===== src/tks_pkg.sv =====
`timescale 1ns / 1ps
// ----------------------------------------------------------------------------
// tks_pkg
// Shared types, constants and arithmetic helpers for the knob smoother and
// selector.
// ----------------------------------------------------------------------------
package tks_pkg;

  localparam int unsigned NUM_CH     = 3;
  localparam int unsigned RAW_W      = 12;
  localparam int unsigned VAL_W      = 10;
  localparam int unsigned TIME_W     = 32;
  localparam int unsigned CHG_R_W    = 16;
  localparam int unsigned PROD_W     = 22;
  localparam int unsigned CFG_IDX_W  = 3;
  localparam int unsigned CFG_DATA_W = 16;
  localparam int unsigned WINDOW_DEF = 10;
  localparam int unsigned PCT_FULL   = 100;

  localparam logic [11:0] MIN_CHANGE_RST   = 12'd3;
  localparam logic [3:0]  SWITCH_RATIO_RST = 4'd3;
  localparam logic [15:0] REFRESH_RST      = 16'd50;
  localparam logic [9:0]  MS_STEP_RST      = 10'd5;
  localparam logic [6:0]  PCT_STEP_RST     = 7'd2;
  localparam logic [9:0]  FULL_SCALE_RST   = 10'd500;

  typedef enum logic [1:0] {
    CH_DELAY    = 2'd0,
    CH_FEEDBACK = 2'd1,
    CH_LEVEL    = 2'd2,
    CH_NONE     = 2'd3
  } chan_e;

  typedef enum logic [CFG_IDX_W-1:0] {
    REG_MIN_CHANGE   = 3'd0,
    REG_SWITCH_RATIO = 3'd1,
    REG_REFRESH      = 3'd2,
    REG_MS_STEP      = 3'd3,
    REG_PCT_STEP     = 3'd4,
    REG_FULL_SCALE   = 3'd5
  } reg_idx_e;

  typedef logic [RAW_W-1:0] raw_t;
  typedef raw_t [NUM_CH-1:0] raw_vec_t;

  typedef struct packed {
    logic [11:0] min_change;
    logic [3:0]  switch_ratio;
    logic [15:0] refresh_ms;
    logic [9:0]  ms_step;
    logic [6:0]  pct_step;
    logic [9:0]  full_scale;
  } cfg_t;

  typedef struct packed {
    logic              first;
    raw_vec_t          cur;
    logic [TIME_W-1:0] now;
  } avg_item_t;

  typedef struct packed {
    logic                            first;
    raw_vec_t                        cur;
    logic [NUM_CH-1:0][CHG_R_W-1:0]  chg_scaled;
    raw_t                            max_chg;
    chan_e                           mover;
    logic                            mover_vld;
    logic [NUM_CH-1:0][PROD_W-1:0]   prod;
    logic [TIME_W-1:0]               now;
  } trk_item_t;

  // filtered reading times full scale (ms) or 100 (percent)
  function automatic logic [PROD_W-1:0] scale_prod(chan_e ch, raw_t f, logic [9:0] full_scale);
    logic [PROD_W-1:0] mult;
    mult = (ch == CH_DELAY) ? PROD_W'(full_scale) : PROD_W'(PCT_FULL);
    return PROD_W'(f) * mult;
  endfunction

  // exact floor(x / 4095) while the quotient fits in VAL_W bits (x below 1024 * 4095)
  function automatic logic [VAL_W-1:0] div_4095(logic [PROD_W-1:0] x);
    logic [PROD_W:0] t;
    t = {1'b0, x} + (PROD_W+1)'(x >> RAW_W) + (PROD_W+1)'(1);
    return t[RAW_W +: VAL_W];
  endfunction

  function automatic raw_t abs_diff(raw_t a, raw_t b);
    return (a > b) ? (a - b) : (b - a);
  endfunction

endpackage


===== src/three_knob_smoother_selector.sv =====
`timescale 1ns / 1ps
// ----------------------------------------------------------------------------
// three_knob_smoother_selector
// Moving-average smoothing of three knob readings with selection of the knob
// being turned and generation of display update transactions.
// ----------------------------------------------------------------------------
// Takes one input transaction per clock unless backpressure holds it, and
// returns its display transaction, if any; the rate is set by the window
// memory, whose single write and registered read-ahead per cycle keep the
// running sums current, and by the selection stage that updates its state
// once per cycle. The window memory needs no clearing pass after reset: slots not yet
// rewritten read as the first reading. Backpressure on the result holds the
// pipeline only once all stages are occupied.
module three_knob_smoother_selector #(
  parameter int unsigned WINDOW = tks_pkg::WINDOW_DEF
) (
  input  logic                              clk_i,
  input  logic                              rst_ni,
  input  logic                              cfg_we_i,
  input  logic [tks_pkg::CFG_IDX_W-1:0]     cfg_idx_i,
  input  logic [tks_pkg::CFG_DATA_W-1:0]    cfg_wdata_i,
  input  logic                              in_valid_i,
  output logic                              in_ready_o,
  input  logic [tks_pkg::RAW_W-1:0]         raw_delay_i,
  input  logic [tks_pkg::RAW_W-1:0]         raw_feedback_i,
  input  logic [tks_pkg::RAW_W-1:0]         raw_level_i,
  input  logic [tks_pkg::TIME_W-1:0]        now_ms_i,
  output logic                              out_valid_o,
  input  logic                              out_ready_i,
  output logic [1:0]                        shown_channel_o,
  output logic [tks_pkg::VAL_W-1:0]         shown_value_o
);
  import tks_pkg::*;

  localparam int unsigned SUM_W = RAW_W + $clog2(WINDOW);

  cfg_t cfg_q;
  raw_vec_t raw_vec;
  logic win_vld, win_rdy, win_first;
  logic [NUM_CH-1:0][SUM_W-1:0] win_sum;
  logic [TIME_W-1:0] win_now;
  logic avg_vld, avg_rdy;
  avg_item_t avg_item;
  logic trk_vld, trk_rdy;
  trk_item_t trk_item;
  chan_e shown_ch;

  assign raw_vec = {raw_level_i, raw_feedback_i, raw_delay_i};

  always_ff @(posedge clk_i or negedge rst_ni) begin
    if (!rst_ni) begin
      cfg_q.min_change   <= MIN_CHANGE_RST;
      cfg_q.switch_ratio <= SWITCH_RATIO_RST;
      cfg_q.refresh_ms   <= REFRESH_RST;
      cfg_q.ms_step      <= MS_STEP_RST;
      cfg_q.pct_step     <= PCT_STEP_RST;
      cfg_q.full_scale   <= FULL_SCALE_RST;
    end else if (cfg_we_i) begin
      case (cfg_idx_i)
        REG_MIN_CHANGE:   cfg_q.min_change   <= cfg_wdata_i[11:0];
        REG_SWITCH_RATIO: cfg_q.switch_ratio <= cfg_wdata_i[3:0];
        REG_REFRESH:      cfg_q.refresh_ms   <= cfg_wdata_i[15:0];
        REG_MS_STEP:      cfg_q.ms_step      <= cfg_wdata_i[9:0];
        REG_PCT_STEP:     cfg_q.pct_step     <= cfg_wdata_i[6:0];
        REG_FULL_SCALE:   cfg_q.full_scale   <= cfg_wdata_i[9:0];
        default: ;
      endcase
    end
  end

  tks_window #(.WINDOW(WINDOW)) u_window (
    .clk_i       (clk_i),
    .rst_ni      (rst_ni),
    .in_valid_i  (in_valid_i),
    .in_ready_o  (in_ready_o),
    .raw_i       (raw_vec),
    .now_i       (now_ms_i),
    .out_valid_o (win_vld),
    .out_ready_i (win_rdy),
    .first_o     (win_first),
    .sum_o       (win_sum),
    .now_o       (win_now)
  );

  tks_average #(.WINDOW(WINDOW)) u_average (
    .clk_i       (clk_i),
    .rst_ni      (rst_ni),
    .in_valid_i  (win_vld),
    .in_ready_o  (win_rdy),
    .first_i     (win_first),
    .sum_i       (win_sum),
    .now_i       (win_now),
    .out_valid_o (avg_vld),
    .out_ready_i (avg_rdy),
    .item_o      (avg_item)
  );

  tks_tracker u_tracker (
    .clk_i       (clk_i),
    .rst_ni      (rst_ni),
    .cfg_i       (cfg_q),
    .in_valid_i  (avg_vld),
    .in_ready_o  (avg_rdy),
    .item_i      (avg_item),
    .out_valid_o (trk_vld),
    .out_ready_i (trk_rdy),
    .item_o      (trk_item)
  );

  tks_display u_display (
    .clk_i       (clk_i),
    .rst_ni      (rst_ni),
    .cfg_i       (cfg_q),
    .in_valid_i  (trk_vld),
    .in_ready_o  (trk_rdy),
    .item_i      (trk_item),
    .out_valid_o (out_valid_o),
    .out_ready_i (out_ready_i),
    .channel_o   (shown_ch),
    .value_o     (shown_value_o)
  );

  assign shown_channel_o = shown_ch;

  a_no_none_shown: assert property (@(posedge clk_i) disable iff (!rst_ni)
    out_valid_o |-> (shown_channel_o != CH_NONE))
    else $error("result carries no channel");

  a_percent_range: assert property (@(posedge clk_i) disable iff (!rst_ni)
    (out_valid_o && (shown_channel_o != CH_DELAY)) |-> (shown_value_o <= VAL_W'(PCT_FULL)))
    else $error("percent value out of range");

  a_stall_cause: assert property (@(posedge clk_i) disable iff (!rst_ni)
    !in_ready_o |-> (out_valid_o && !out_ready_i))
    else $error("input stalled while result side is free");

endmodule


===== src/tks_window.sv =====
`timescale 1ns / 1ps
// ----------------------------------------------------------------------------
// tks_window
// Sample window memory and running sums; the oldest sample is read ahead
// and replaced by the new reading of every transaction after the first.
// ----------------------------------------------------------------------------
module tks_window #(
  parameter int unsigned WINDOW = tks_pkg::WINDOW_DEF,
  localparam int unsigned SUM_W = tks_pkg::RAW_W + $clog2(WINDOW)
) (
  input  logic                                    clk_i,
  input  logic                                    rst_ni,
  input  logic                                    in_valid_i,
  output logic                                    in_ready_o,
  input  tks_pkg::raw_vec_t                       raw_i,
  input  logic [tks_pkg::TIME_W-1:0]              now_i,
  output logic                                    out_valid_o,
  input  logic                                    out_ready_i,
  output logic                                    first_o,
  output logic [tks_pkg::NUM_CH-1:0][SUM_W-1:0]   sum_o,
  output logic [tks_pkg::TIME_W-1:0]              now_o
);
  import tks_pkg::*;

  localparam int unsigned SLOT_W = $clog2(WINDOW);
  localparam int unsigned MEM_W  = NUM_CH * RAW_W;
  localparam logic [SLOT_W-1:0] LAST_SLOT = SLOT_W'(WINDOW - 1);

  logic [MEM_W-1:0] mem [WINDOW];
  logic [MEM_W-1:0] rd_q;
  logic [SLOT_W-1:0] slot_q, slot_d;
  logic primed_q, wrapped_q, wrapped_d, vld_q, first_q;
  logic in_fire, wr_en;
  raw_vec_t seed_q, old_raw;
  logic [NUM_CH-1:0][SUM_W-1:0] sum_q, sum_d;
  logic [TIME_W-1:0] now_q;

  assign in_ready_o = !vld_q || out_ready_i;
  assign in_fire    = in_valid_i && in_ready_o;
  assign wr_en      = in_fire && primed_q;

  always_comb begin
    slot_d    = slot_q;
    wrapped_d = wrapped_q;
    if (wr_en) begin
      slot_d    = (slot_q == LAST_SLOT) ? '0 : slot_q + 1'b1;
      wrapped_d = wrapped_q || (slot_q == LAST_SLOT);
    end
  end

  // slots not yet rewritten since the first transaction read as its reading
  always_comb begin
    for (int c = 0; c < NUM_CH; c++) begin
      old_raw[c] = wrapped_q ? rd_q[c*RAW_W +: RAW_W] : seed_q[c];
      if (primed_q) begin
        sum_d[c] = sum_q[c] - SUM_W'(old_raw[c]) + SUM_W'(raw_i[c]);
      end else begin
        sum_d[c] = SUM_W'(raw_i[c]) * SUM_W'(WINDOW);
      end
    end
  end

  always_ff @(posedge clk_i) begin
    if (wr_en) begin
      mem[slot_q] <= raw_i;
    end
    rd_q <= mem[slot_d];
  end

  always_ff @(posedge clk_i or negedge rst_ni) begin
    if (!rst_ni) begin
      primed_q  <= 1'b0;
      wrapped_q <= 1'b0;
      slot_q    <= '0;
      vld_q     <= 1'b0;
    end else begin
      slot_q    <= slot_d;
      wrapped_q <= wrapped_d;
      if (in_fire) begin
        primed_q <= 1'b1;
      end
      if (in_ready_o) begin
        vld_q <= in_valid_i;
      end
    end
  end

  always_ff @(posedge clk_i) begin
    if (in_fire) begin
      sum_q   <= sum_d;
      now_q   <= now_i;
      first_q <= !primed_q;
      if (!primed_q) begin
        seed_q <= raw_i;
      end
    end
  end

  assign out_valid_o = vld_q;
  assign first_o     = first_q;
  assign sum_o       = sum_q;
  assign now_o       = now_q;

endmodule


===== src/tks_average.sv =====
`timescale 1ns / 1ps
// ----------------------------------------------------------------------------
// tks_average
// Two-stage truncating divide of the running sums by the window length:
// reciprocal multiply, then a single remainder correction.
// ----------------------------------------------------------------------------
module tks_average #(
  parameter int unsigned WINDOW = tks_pkg::WINDOW_DEF,
  localparam int unsigned SUM_W = tks_pkg::RAW_W + $clog2(WINDOW)
) (
  input  logic                                    clk_i,
  input  logic                                    rst_ni,
  input  logic                                    in_valid_i,
  output logic                                    in_ready_o,
  input  logic                                    first_i,
  input  logic [tks_pkg::NUM_CH-1:0][SUM_W-1:0]   sum_i,
  input  logic [tks_pkg::TIME_W-1:0]              now_i,
  output logic                                    out_valid_o,
  input  logic                                    out_ready_i,
  output tks_pkg::avg_item_t                      item_o
);
  import tks_pkg::*;

  localparam int unsigned RECIP = (2 ** SUM_W) / WINDOW;

  logic a_vld_q, b_vld_q, a_ready, b_ready;
  logic a_first_q;
  logic [NUM_CH-1:0][SUM_W-1:0] a_sum_q;
  raw_vec_t a_est_q, est_d, cur_d;
  logic [NUM_CH-1:0][2*SUM_W-1:0] prod;
  logic [NUM_CH-1:0][SUM_W-1:0] rem;
  logic [TIME_W-1:0] a_now_q;
  avg_item_t item_q;

  assign b_ready    = !b_vld_q || out_ready_i;
  assign a_ready    = !a_vld_q || b_ready;
  assign in_ready_o = a_ready;

  always_comb begin
    for (int c = 0; c < NUM_CH; c++) begin
      prod[c]  = (2*SUM_W)'(sum_i[c]) * (2*SUM_W)'(RECIP);
      est_d[c] = RAW_W'(prod[c] >> SUM_W);
      rem[c]   = a_sum_q[c] - SUM_W'(a_est_q[c]) * SUM_W'(WINDOW);
      cur_d[c] = (rem[c] >= SUM_W'(WINDOW)) ? a_est_q[c] + 1'b1 : a_est_q[c];
    end
  end

  always_ff @(posedge clk_i or negedge rst_ni) begin
    if (!rst_ni) begin
      a_vld_q <= 1'b0;
      b_vld_q <= 1'b0;
    end else begin
      if (a_ready) begin
        a_vld_q <= in_valid_i;
      end
      if (b_ready) begin
        b_vld_q <= a_vld_q;
      end
    end
  end

  always_ff @(posedge clk_i) begin
    if (a_ready && in_valid_i) begin
      a_first_q <= first_i;
      a_sum_q   <= sum_i;
      a_est_q   <= est_d;
      a_now_q   <= now_i;
    end
    if (b_ready && a_vld_q) begin
      item_q.first <= a_first_q;
      item_q.cur   <= cur_d;
      item_q.now   <= a_now_q;
    end
  end

  assign out_valid_o = b_vld_q;
  assign item_o      = item_q;

endmodule


===== src/tks_tracker.sv =====
`timescale 1ns / 1ps
// ----------------------------------------------------------------------------
// tks_tracker
// Change of each filtered value against the previous transaction, largest
// mover, ratio products and display scaling products.
// ----------------------------------------------------------------------------
module tks_tracker (
  input  logic                clk_i,
  input  logic                rst_ni,
  input  tks_pkg::cfg_t       cfg_i,
  input  logic                in_valid_i,
  output logic                in_ready_o,
  input  tks_pkg::avg_item_t  item_i,
  output logic                out_valid_o,
  input  logic                out_ready_i,
  output tks_pkg::trk_item_t  item_o
);
  import tks_pkg::*;

  logic vld_q, in_fire;
  raw_vec_t prior_q, chg;
  raw_t max_chg;
  chan_e mover;
  trk_item_t item_q, item_d;

  assign in_ready_o = !vld_q || out_ready_i;
  assign in_fire    = in_valid_i && in_ready_o;

  // strictly larger wins, so ties keep the lower channel
  always_comb begin
    max_chg = '0;
    mover   = CH_NONE;
    item_d  = item_q;
    for (int c = 0; c < NUM_CH; c++) begin
      chg[c] = abs_diff(item_i.cur[c], prior_q[c]);
      if (chg[c] > max_chg) begin
        max_chg = chg[c];
        mover   = chan_e'(2'(c));
      end
      item_d.chg_scaled[c] = CHG_R_W'(chg[c]) * CHG_R_W'(cfg_i.switch_ratio);
      item_d.prod[c]       = scale_prod(chan_e'(2'(c)), item_i.cur[c], cfg_i.full_scale);
    end
    item_d.first     = item_i.first;
    item_d.cur       = item_i.cur;
    item_d.now       = item_i.now;
    item_d.max_chg   = max_chg;
    item_d.mover     = mover;
    item_d.mover_vld = (max_chg != '0);
  end

  always_ff @(posedge clk_i or negedge rst_ni) begin
    if (!rst_ni) begin
      vld_q   <= 1'b0;
      prior_q <= '0;
    end else begin
      if (in_ready_o) begin
        vld_q <= in_valid_i;
      end
      if (in_fire) begin
        prior_q <= item_i.cur;
      end
    end
  end

  always_ff @(posedge clk_i) begin
    if (in_fire) begin
      item_q <= item_d;
    end
  end

  assign out_valid_o = vld_q;
  assign item_o      = item_q;

endmodule


===== src/tks_display.sv =====
`timescale 1ns / 1ps
// ----------------------------------------------------------------------------
// tks_display
// Channel selection, display update decision, displayed-value state and the
// result register.
// ----------------------------------------------------------------------------
module tks_display (
  input  logic                           clk_i,
  input  logic                           rst_ni,
  input  tks_pkg::cfg_t                  cfg_i,
  input  logic                           in_valid_i,
  output logic                           in_ready_o,
  input  tks_pkg::trk_item_t             item_i,
  output logic                           out_valid_o,
  input  logic                           out_ready_i,
  output tks_pkg::chan_e                 channel_o,
  output logic [tks_pkg::VAL_W-1:0]      value_o
);
  import tks_pkg::*;

  chan_e sel_q, sel_new, sel_eff, fwd_ch_q, out_ch_q;
  raw_vec_t disp_q;
  logic [NUM_CH-1:0] dvalid_q;
  logic [NUM_CH-1:0][PROD_W-1:0] dsp_prod_q;
  logic [TIME_W-1:0] last_q, elapsed;
  logic fwd_vld_q, out_vld_q;
  logic [VAL_W-1:0] fwd_val_q, out_val_q, val, dsp_val, step;
  logic [CHG_R_W-1:0] chg_sel;
  logic fire, do_switch, moved, late, emit, upd_disp;

  assign in_ready_o = !out_vld_q || out_ready_i;
  assign fire       = in_valid_i && in_ready_o;

  always_comb begin
    case (sel_q)
      CH_DELAY:    chg_sel = item_i.chg_scaled[0];
      CH_FEEDBACK: chg_sel = item_i.chg_scaled[1];
      CH_LEVEL:    chg_sel = item_i.chg_scaled[2];
      default:     chg_sel = '0;
    endcase
  end

  always_comb begin
    do_switch = item_i.mover_vld && (item_i.max_chg >= cfg_i.min_change) &&
                ((sel_q == CH_NONE) ||
                 ((item_i.mover != sel_q) && (CHG_R_W'(item_i.max_chg) >= chg_sel)));
    if (item_i.first) begin
      sel_new = CH_DELAY;
    end else if (do_switch) begin
      sel_new = item_i.mover;
    end else begin
      sel_new = sel_q;
    end
    sel_eff = (sel_new == CH_NONE) ? CH_DELAY : sel_new;
    val     = div_4095(item_i.prod[sel_eff]);
    // the last written entry is not yet in the rescaled copy
    dsp_val = (fwd_vld_q && (fwd_ch_q == sel_eff)) ? fwd_val_q
                                                  : div_4095(dsp_prod_q[sel_eff]);
    step    = (sel_eff == CH_DELAY) ? cfg_i.ms_step : VAL_W'(cfg_i.pct_step);
    moved   = (sel_new != CH_NONE) &&
              (!dvalid_q[sel_eff] ||
               (abs_diff(RAW_W'(val), RAW_W'(dsp_val)) >= RAW_W'(step)));
    elapsed = item_i.now - last_q;
    late    = elapsed > TIME_W'(cfg_i.refresh_ms);
    emit    = item_i.first || moved ||
              (item_i.mover_vld && (item_i.mover != sel_new)) || late;
    upd_disp = fire && emit && !item_i.first;
  end

  always_ff @(posedge clk_i or negedge rst_ni) begin
    if (!rst_ni) begin
      sel_q     <= CH_NONE;
      disp_q    <= '0;
      dvalid_q  <= '0;
      last_q    <= '0;
      fwd_vld_q <= 1'b0;
      out_vld_q <= 1'b0;
    end else begin
      fwd_vld_q <= upd_disp;
      if (fire) begin
        sel_q <= emit ? sel_eff : sel_new;
      end
      if (upd_disp) begin
        disp_q[sel_eff]   <= item_i.cur[sel_eff];
        dvalid_q[sel_eff] <= 1'b1;
        last_q            <= item_i.now;
      end
      if (fire && emit) begin
        out_vld_q <= 1'b1;
      end else if (out_ready_i) begin
        out_vld_q <= 1'b0;
      end
    end
  end

  always_ff @(posedge clk_i) begin
    for (int c = 0; c < NUM_CH; c++) begin
      dsp_prod_q[c] <= scale_prod(chan_e'(2'(c)), disp_q[c], cfg_i.full_scale);
    end
    if (upd_disp) begin
      fwd_ch_q  <= sel_eff;
      fwd_val_q <= val;
    end
    if (fire && emit) begin
      out_ch_q  <= sel_eff;
      out_val_q <= val;
    end
  end

  assign out_valid_o = out_vld_q;
  assign channel_o   = out_ch_q;
  assign value_o     = out_val_q;

endmodule


===== config.mk =====
export PLATFORM = sky130hd
export DESIGN_NAME = three_knob_smoother_selector
export DESIGN_NICKNAME = d
export VERILOG_FILES = /design/src/tks_pkg.sv /design/src/three_knob_smoother_selector.sv /design/src/tks_window.sv /design/src/tks_average.sv /design/src/tks_tracker.sv /design/src/tks_display.sv
export SDC_FILE = /design/constraint.sdc
export NUM_CORES = 2
export LEC_CHECK = 0
export ABC_AREA = 1
export BUFFER_PORTS_ARGS = -buffer_cell sky130_fd_sc_hd__buf_2
export CAP_MARGIN = 10
export CORE_UTILIZATION = 42
export CTS_BUF_LIST = sky130_fd_sc_hd__clkbuf_16
export DETAILED_ROUTE_END_ITERATION = 7
export HOLD_SLACK_MARGIN = 0.1
export PLACE_DENSITY = 0.55
export SYNTH_ARGS = -nofsm -noshare
export SYNTH_HDL_FRONTEND = slang
export SYNTH_SLANG_ARGS = --single-unit

===== constraint.sdc =====
create_clock -name clk_i -period 10.7 [get_ports clk_i]
set_clock_uncertainty 0.15 [all_clocks]
set_input_delay 0 -clock clk_i [delete_from_list [all_inputs] [get_ports clk_i]]
set_output_delay 0 -clock clk_i [all_outputs]
set_load 0.02 [all_outputs]

# Yosys cells after proc, flatten, opt, wreduce, memory -nomap -nowiden
# Memories as Yosys holds them, arrays and structs flattened. A register that Yosys moved wholly into a read port is not among the register bits.
# Index checks and enable logic that the tools add are counted.
[word_totals]
register_bits = 751
latch_bits = 0
ramBits = 360
mem_bits_ro = 0
inputBits = 92
word_cells = 236
mem_count = 1
[classes]
n_addsub = 26
multipliers = 18
div_mod_pow = 0
n_lt_le_gt_ge = 16
n_eq_ne = 14
shift = 0
n_mux = 44
bitwise = 2
reduce_logical = 46
[memory_table]
columns = ["name", "depth", "word_bits", "read_ports", "rd_ports_with_merged_regs", "write_ports", "line_no", "text"]
rows = [
  ["u_window.mem", 10, 36, 1, 1, 1, "tks_window.sv:29", "logic [MEM_W-1:0] mem [WINDOW];"],
]
[ops]
columns = ["cell", "n"]
rows = [
  ["12-bit 2-to-1 mux", 15],
  ["12-bit by 3-bit multiplier with 15-bit output, second input constant", 6],
  ["22-bit binary-select mux with 2-bit select", 2],
  ["16-bit by 13-bit multiplier with 28-bit output, second input constant", 3],
  ["12-bit subtractor", 6],
  ["12-bit by 5-bit multiplier with 17-bit output, second input constant", 4],
  ["12-bit > comparator", 5],
  ["16-bit by 12-bit adder with 16-bit output", 3],
  ["16-bit by 4-bit >= comparator with 1-bit output, second input constant", 3],
  ["12-bit by 4-bit multiplier with 16-bit output", 3],
  ["16-bit 2-to-1 mux", 3],
  ["16-bit one-hot mux with 3 select lines", 1],
  ["16-bit by 12-bit subtractor with 16-bit output", 3],
  ["16-bit subtractor", 3],
  ["22-bit by 1-bit adder with 22-bit output, second input constant", 2],
  ["22-bit by 10-bit adder with 22-bit output", 2],
  ["12-bit by 10-bit multiplier with 22-bit output", 2],
  ["22-bit 2-to-1 mux", 2],
  ["12-bit by 1-bit adder with 12-bit output, second input constant", 3],
  ["36-bit bitwise mux", 1],
  ["32-bit by 16-bit > comparator with 1-bit output", 1],
  ["32-bit subtractor", 1],
  ["12-bit binary-select mux with 2-bit select", 1],
  ["12-bit demux with 2-bit select", 1],
  ["34 further kinds", 90],
]

# Logic depth before layout (Yosys ltp)
[depth]
ltp_word = 25
ltp_mapped = 75

# Hierarchy
# A second synthesis with hierarchy kept.
[hier_totals]
hier_cells = 10637
hier_area_um2 = 91276.3
[modules_own_cells]
columns = ["module", "instances", "cells_each", "area_per_inst_um2", "seq_area_each_um2"]
rows = [
  ["tks_window", 1, 2637, 26231.4, 15219.6],
  ["tks_average", 1, 2581, 22369.0, 5545.3],
  ["tks_tracker", 1, 2665, 22197.5, 6391.1],
  ["tks_display", 1, 2488, 18118.6, 3721.1],
  ["three_knob_smoother_selector", 1, 266, 2359.8, 1496.4],
]

# Worst setup path before layout
# No wires, ideal clock.
[synth_timing]
path_kind = "register to register"
start = "register u_display.sel_q[0]"
end = "register u_display.fwd_ch_q[0], enable pin"
arrival_ns = 8.567
slack_ns = 1.669
path_stages_with_launch = 69
n_path_buf = 9
period_less_slack_ns = 9.031
cell_sequence = "dfstp_2 > inv_2 > nor2_1 > clkbuf_1 > a22o_1 > a21oi_1 > ha_1 > nand2_1 > nor2_1 > nor2_1 > nand2_1 > nand2_1 > nand2_1 > nand2_1 > nand2_1 > nand2_1 > nand2_2 > nand2_1 > [... 33 more ...] > clkbuf_1 > inv_1 > o21ai_0 > xor2_1 > inv_1 > ha_1 > inv_1 > o31a_1 > nand2_1 > nand2_1 > nand4_1 > nand2_1 > nand4_1 > nor3_4 > nand2_4 > nand3_4 > inv_6 > buf_6"
[synth_between]
elab_chain_len = 25
[synth_rtl]
columns = ["item", "line_no", "text"]
rows = [
  ["from (decl)", "tks_display.sv:21", "chan_e sel_q, sel_new, sel_eff, fwd_ch_q, out_ch_q;"],
  ["from (signal assigned)", "tks_display.sv:81", "sel_q <= emit ? sel_eff : sel_new;"],
  ["2-bit == test (tied with other cells)", "tks_display.sv:35", "case (sel_q)"],
  ["16-bit one-hot mux with 3 select lines", "tks_display.sv:35", ""],
  ["12-bit by 16-bit >= comparator with 1-bit output", "tks_display.sv:46", "((item_i.mover != sel_q) && (CHG_R_W'(item_i.max_chg) >= chg_sel)));"],
  ["1-bit logical AND", "tks_display.sv:46", ""],
  ["1-bit logical OR", "tks_display.sv:45", "((sel_q == CH_NONE) ||"],
  ["1-bit logical AND", "tks_display.sv:44", "do_switch = item_i.mover_vld && (item_i.max_chg >= cfg_i.min_change) &&"],
  ["2-bit 2-to-1 mux (*)", "tks_display.sv:49", "end else if (do_switch) begin"],
  ["2-bit 2-to-1 mux (*)", "tks_display.sv:47", "if (item_i.first) begin"],
  ["[... 2 more ...]", "n/a", ""],
  ["via u_display.sel_eff[1]", "tks_display.sv:21", ""],
  ["[... 6 more ...]", "n/a", ""],
  ["12-bit 2-to-1 mux", "tks_pkg.sv:87", "return (a > b) ? (a - b) : (b - a);"],
  ["12-bit by 10-bit >= comparator with 1-bit output", "tks_display.sv:62", "(abs_diff(RAW_W'(val), RAW_W'(dsp_val)) >= RAW_W'(step)));"],
  ["1-bit logical OR (*)", "tks_display.sv:61", "(!dvalid_q[sel_eff] ||"],
  ["1-bit logical AND (*)", "tks_display.sv:60", "moved = (sel_new != CH_NONE) &&"],
  ["1-bit logical OR (*) (2 in a row)", "tks_display.sv:65", "emit = item_i.first || moved ||"],
  ["1-bit logical OR (*)", "tks_display.sv:66", "(item_i.mover_vld && (item_i.mover != sel_new)) || late;"],
  ["1-bit logical AND (*) (2 in a row)", "tks_display.sv:67", "upd_disp = fire && emit && !item_i.first;"],
  ["via u_display.upd_disp", "tks_display.sv:29", "logic fire, do_switch, moved, late, emit, upd_disp;"],
  ["to (signal assigned)", "tks_display.sv:101", "fwd_ch_q <= sel_eff;"],
  ["to (decl)", "tks_display.sv:21", ""],
]
# The timed path passes the listed nets; every way through them passes the cells marked *. The select of a mux whose other input is x is not followed.
# A chain may end at the register's enable or synchronous reset.

# Final worst setup path
[layout_timing]
start = "register u_display.sel_q[0]"
end = "register u_display.last_q[11]"
[layout_between]
elab_chain_len = 25
[layout_rtl]
columns = ["item", "line_no", "text"]
rows = [
  ["2-bit == test (tied with other cells)", "tks_display.sv:35", ""],
  ["16-bit one-hot mux with 3 select lines", "tks_display.sv:35", ""],
  ["12-bit by 16-bit >= comparator with 1-bit output", "tks_display.sv:46", ""],
  ["1-bit logical AND", "tks_display.sv:46", ""],
  ["1-bit logical OR", "tks_display.sv:45", ""],
  ["1-bit logical AND", "tks_display.sv:44", ""],
  ["2-bit 2-to-1 mux (*)", "tks_display.sv:49", ""],
  ["2-bit 2-to-1 mux (*)", "tks_display.sv:47", ""],
  ["[... 2 more ...]", "n/a", ""],
  ["via u_display.sel_eff[0]", "tks_display.sv:21", ""],
  ["[... 5 more ...]", "n/a", ""],
  ["10-bit by 10-bit subtractor with 11-bit output / 10-bit > comparator (equally long branches)", "tks_pkg.sv:87", ""],
  ["12-bit 2-to-1 mux", "tks_pkg.sv:87", ""],
  ["12-bit by 10-bit >= comparator with 1-bit output", "tks_display.sv:62", ""],
  ["1-bit logical OR (*)", "tks_display.sv:61", ""],
  ["1-bit logical AND (*)", "tks_display.sv:60", ""],
  ["1-bit logical OR (*) (2 in a row)", "tks_display.sv:65", ""],
  ["1-bit logical OR (*)", "tks_display.sv:66", ""],
  ["1-bit logical AND (*) (2 in a row)", "tks_display.sv:67", ""],
  ["to (signal assigned)", "tks_display.sv:86", "last_q <= item_i.now;"],
  ["to (decl)", "tks_display.sv:25", "logic [TIME_W-1:0] last_q, elapsed;"],
]
# Marks and branches as above.

==> impl_metrics.json <==
{
  "layout-drive-gt1-share": 0.0612,
  "synth-adder-area-share": 0.266,
  "path_max_fanout": 74,
  "drt-total-wl_um": 221000,
  "numCtsBuffers": 133,
  "setup.worst_path.start": "u_display.sel_q[0]",
  "synth_mux_area_frac": 0.00855,
  "crit_family": "simple AND/OR/NAND/NOR gates",
  "synth-seq-cells": 1138,
  "dr.pass1.iters": 6,
  "max_freq_mhz": 101,
  "max_slew_margin": 0.301,
  "io_buffers": 105,
  "synth_compound_area_frac": 0.0935,
  "worstPathArrival_ns": 10.40,
  "root_buffer": "clkbuf_16",
  "synth_edf_count": 866,
  "design_area_sq_mm": 0.0950,
  "clock-sinks": 1138,
  "drt.antenna.violating_nets": 0,
  "period_share": 0.924,
  "syn_nets": 10700,
  "path_buf_inv": 9,
  "seq_area_frac_synth": 0.381,
  "hold_viol_final": 0,
  "nNetsFinal": 11000,
  "design.core.area_sq_mm": 0.200,
  "required_ns": 11.21,
  "grt_max_degree": 126,
  "clkTransAtPathRegs_ns": 0.06,
  "grt_pass1_vias": 61900,
  "critPathSlowestCell": "dfstp_2",
  "die_area_sq_mm": 0.204,
  "period_minus_slack_ns": 9.89,
  "grt.overflow.total": 0,
  "drv_cap": 0,
  "grt_usage": 0.217,
  "worst_path_most_repeated_cell": "nand2_1",
  "fin_ws_ns": 0.810,
  "drc": 0,
  "viasPerCell": 5.07,
  "placed_cell_area_sq_mm": 0.0883,
  "vias": 61500,
  "place_worst_setup_slack_ns": 0.148,
  "ios": 106,
  "hp-start": "raw_delay_i[4]",
  "h-tree-depth": 4,
  "antenna_found_initial": 8,
  "ys.flop_type": "edfxtp_1",
  "fp-row-count": 164,
  "dp_hpwl_um": 163000,
  "grt_pass1_wl_um": 348000,
  "finalSetupTns_ns": 0,
  "crit_path_start_kind": "flip-flop",
  "syn_avg_cell_area_sq_um": 9.35,
  "die_h_um": 452,
  "run_status": "finished clean",
  "synth-xor-area-share": 0.0377,
  "area_growth_pct": 11.9,
  "wl_per_cell_um": 18.2,
  "ys_warn_count": 0,
  "synth_top_family_by_area": "adder cells",
  "endpoint_kind": "flip-flop",
  "synth-async-reset-ratio": 0.158,
  "cts_buffer_depth": 3,
  "drt-initial-drc-count": 3956,
  "setup_violations": 0,
  "yosysUniqueCellTypes": 69,
  "syn_inst": 9075,
  "worst_pin_slew_ns": 1.05,
  "initial_core_util": 0.424,
  "syn_area_sq_mm": 0.0849,
  "yosys.area_share.simple": 0.131,
  "insertion_delay_ns": 0.81,
  "die_x_um": 452,
  "hold_path.class": "input port to flip-flop",
  "drv_slew": 0,
  "cts_tree": "built",
  "globalplace.congestion": 0.911,
  "crit_type": "flip-flop to flip-flop",
  "timing.rr.start": "u_display.sel_q[0]",
  "critical-path-max-stage-delay_ns": 0.61
}
[area by class of cell]
type                            count  area (sq um)
Fill cell                       19200        105000
Clock buffer                      134          3350
Multi-Input combinational cell   6127         45800
Inverter                         1572          5930
Timing Repair Buffer              381          3180
Antenna cell                        5          12.5
Clock inverter                    112          1010
Tap cell                         2656          3320
Sequential cell                  1138         32400
[timing repair]
item / CTS / global route
setup endpoints to repair: 0 / 99
hold buffers: 206 / 0
endpoints found under the hold margin: 749 / 0
resized for setup: 0 / 25
setup buffers: 0 / 5
[synth_stat cells (6+ instances only)]
cell type  number  area [sq um]
clkbuf_1      165           619
nor3_1         93           465
o31ai_1         8          60.1
inv_2          15          56.3
nor2_1        427          1600
fa_1          469          9390
o21ai_2        32           280
and2_1          8          50.1
a21oi_1       632          3160
buf_4           6          45.0
o2111ai_1       7          61.3
buf_1           9          33.8
a211oi_1       17           128
dfxtp_1        92          1840
o221ai_1       40           350
o211ai_1        8          60.1
dfrtp_1       162          4050
o22ai_1        15          93.8
buf_2          49           245
a31oi_1        18           113
o21ai_1        22           110
nor4_1         13          81.3
o21ai_0       522          2610
nand3_1       214          1070
edfxtp_1      866         26000
mux2i_1        32           320
o21a_1         14           105
nand4_1        57           357
a22o_1         18           158
inv_1        1552          5830
buf_6           6          67.6
o21bai_1       32           240
nor2_2          9          56.3
a21o_1         23           173
mux2_2         36           405
nand2_2        43           269
dfstp_2        18           473
nand2_1      1845          6930
xor2_1        261          2290
a21boi_0       12          90.1
xnor2_1       104           911
ha_1         1055         13200
[layer usage]
metal | track usage | up-vias | part of all wire | wire [um]
met4 | 0.0535 | 6 | 0.023 | 5180
met1 | 0.293 | 29700 | 0.46 | 102000
met2 | 0.370 | 1129 | 0.48 | 106000
met3 | 0.0256 | 266 | 0.037 | 8220
li1 | - | 30400 | - | -
met5 | 0 | - | 0.00015 | 34
[placed cells by master, fill, tap and decap left out, types with 18 or more instances in the layout]
| cell type | n |
|---|---|
| o21ai_1 | 22 |
| dlygate4sd3_1 | 205 |
| edfxtp_1 | 866 |
| clkbuf_16 | 134 |
| nor2_1 | 419 |
| inv_1 | 1581 |
| a22o_1 | 18 |
| o21bai_1 | 32 |
| buf_2 | 104 |
| a21o_1 | 23 |
| o221ai_1 | 39 |
| fa_1 | 469 |
| mux2i_1 | 31 |
| dfrtp_1 | 161 |
| nand2_2 | 43 |
| dfxtp_1 | 92 |
| dfstp_2 | 18 |
| nor3_1 | 88 |
| buf_4 | 67 |
| xor2_1 | 260 |
| nand4_1 | 57 |
| clkinv_1 | 29 |
| nand2_1 | 1841 |
| a21oi_1 | 627 |
| mux2_2 | 36 |
| xnor2_1 | 104 |
| nand3_1 | 214 |
| ha_1 | 1052 |
| o21ai_0 | 520 |
| o21ai_2 | 33 |
[kinds of logic (layout without fill, tap and decap cells)]
group,after synthesis,count (layout)
AOI/OAI and AO/OA,1436,1436
xor gates and xnor gates,365,365
adders and majority gates,1524,1524
buffers and inverters,1810,2199
DFF,1138,1138
muxes,68,68
other,0,5
and+or+nand+nor,2734,2734
[metrics by stage]
stage	hold slack, ns	cells	utilization
after floorplan	-0.446	9075	-
after global placement	-0.0807	11700	0.441
after detailed placement	-0.0770	11700	0.441
after CTS	0.110	12100	0.473
after global routing	0.127	12100	0.474
final	0.177	12100	0.474
[sequential cells by signal, indices dropped and copies added (netlist names), 32 cells and up]
signal                count
u_average.item_o         69
u_average.a_now_q        32
u_tracker.prior_q        36
u_average.a_est_q        36
u_average.a_sum_q        45
u_window.now_o           32
u_window.mem            360
u_tracker.item_o        182
u_display.dsp_prod_q     56
u_window.seed_q          36
u_display.disp_q         36
u_window.rd_q            36
cfg_q                    59
u_window.sum_o           48
u_display.last_q         32
[final timing paths]
check                                        to  depth (start not counted)  slack, ns
max                        u_display.last_q[11]                         60       0.81
min                          u_window.mem[0][4]                          2       0.18
max reg2reg                u_display.last_q[11]                         60       0.81
min reg2reg                 u_average.item_o[7]                          0       0.26
max in group asynchronous   u_display.disp_q[3]                          4       9.18
min in group asynchronous             cfg_q[33]                          4       0.28
Power is left out: the tool's default activity adds up to more than one toggle a clock period on the data nets, which glitch-free logic cannot reach.
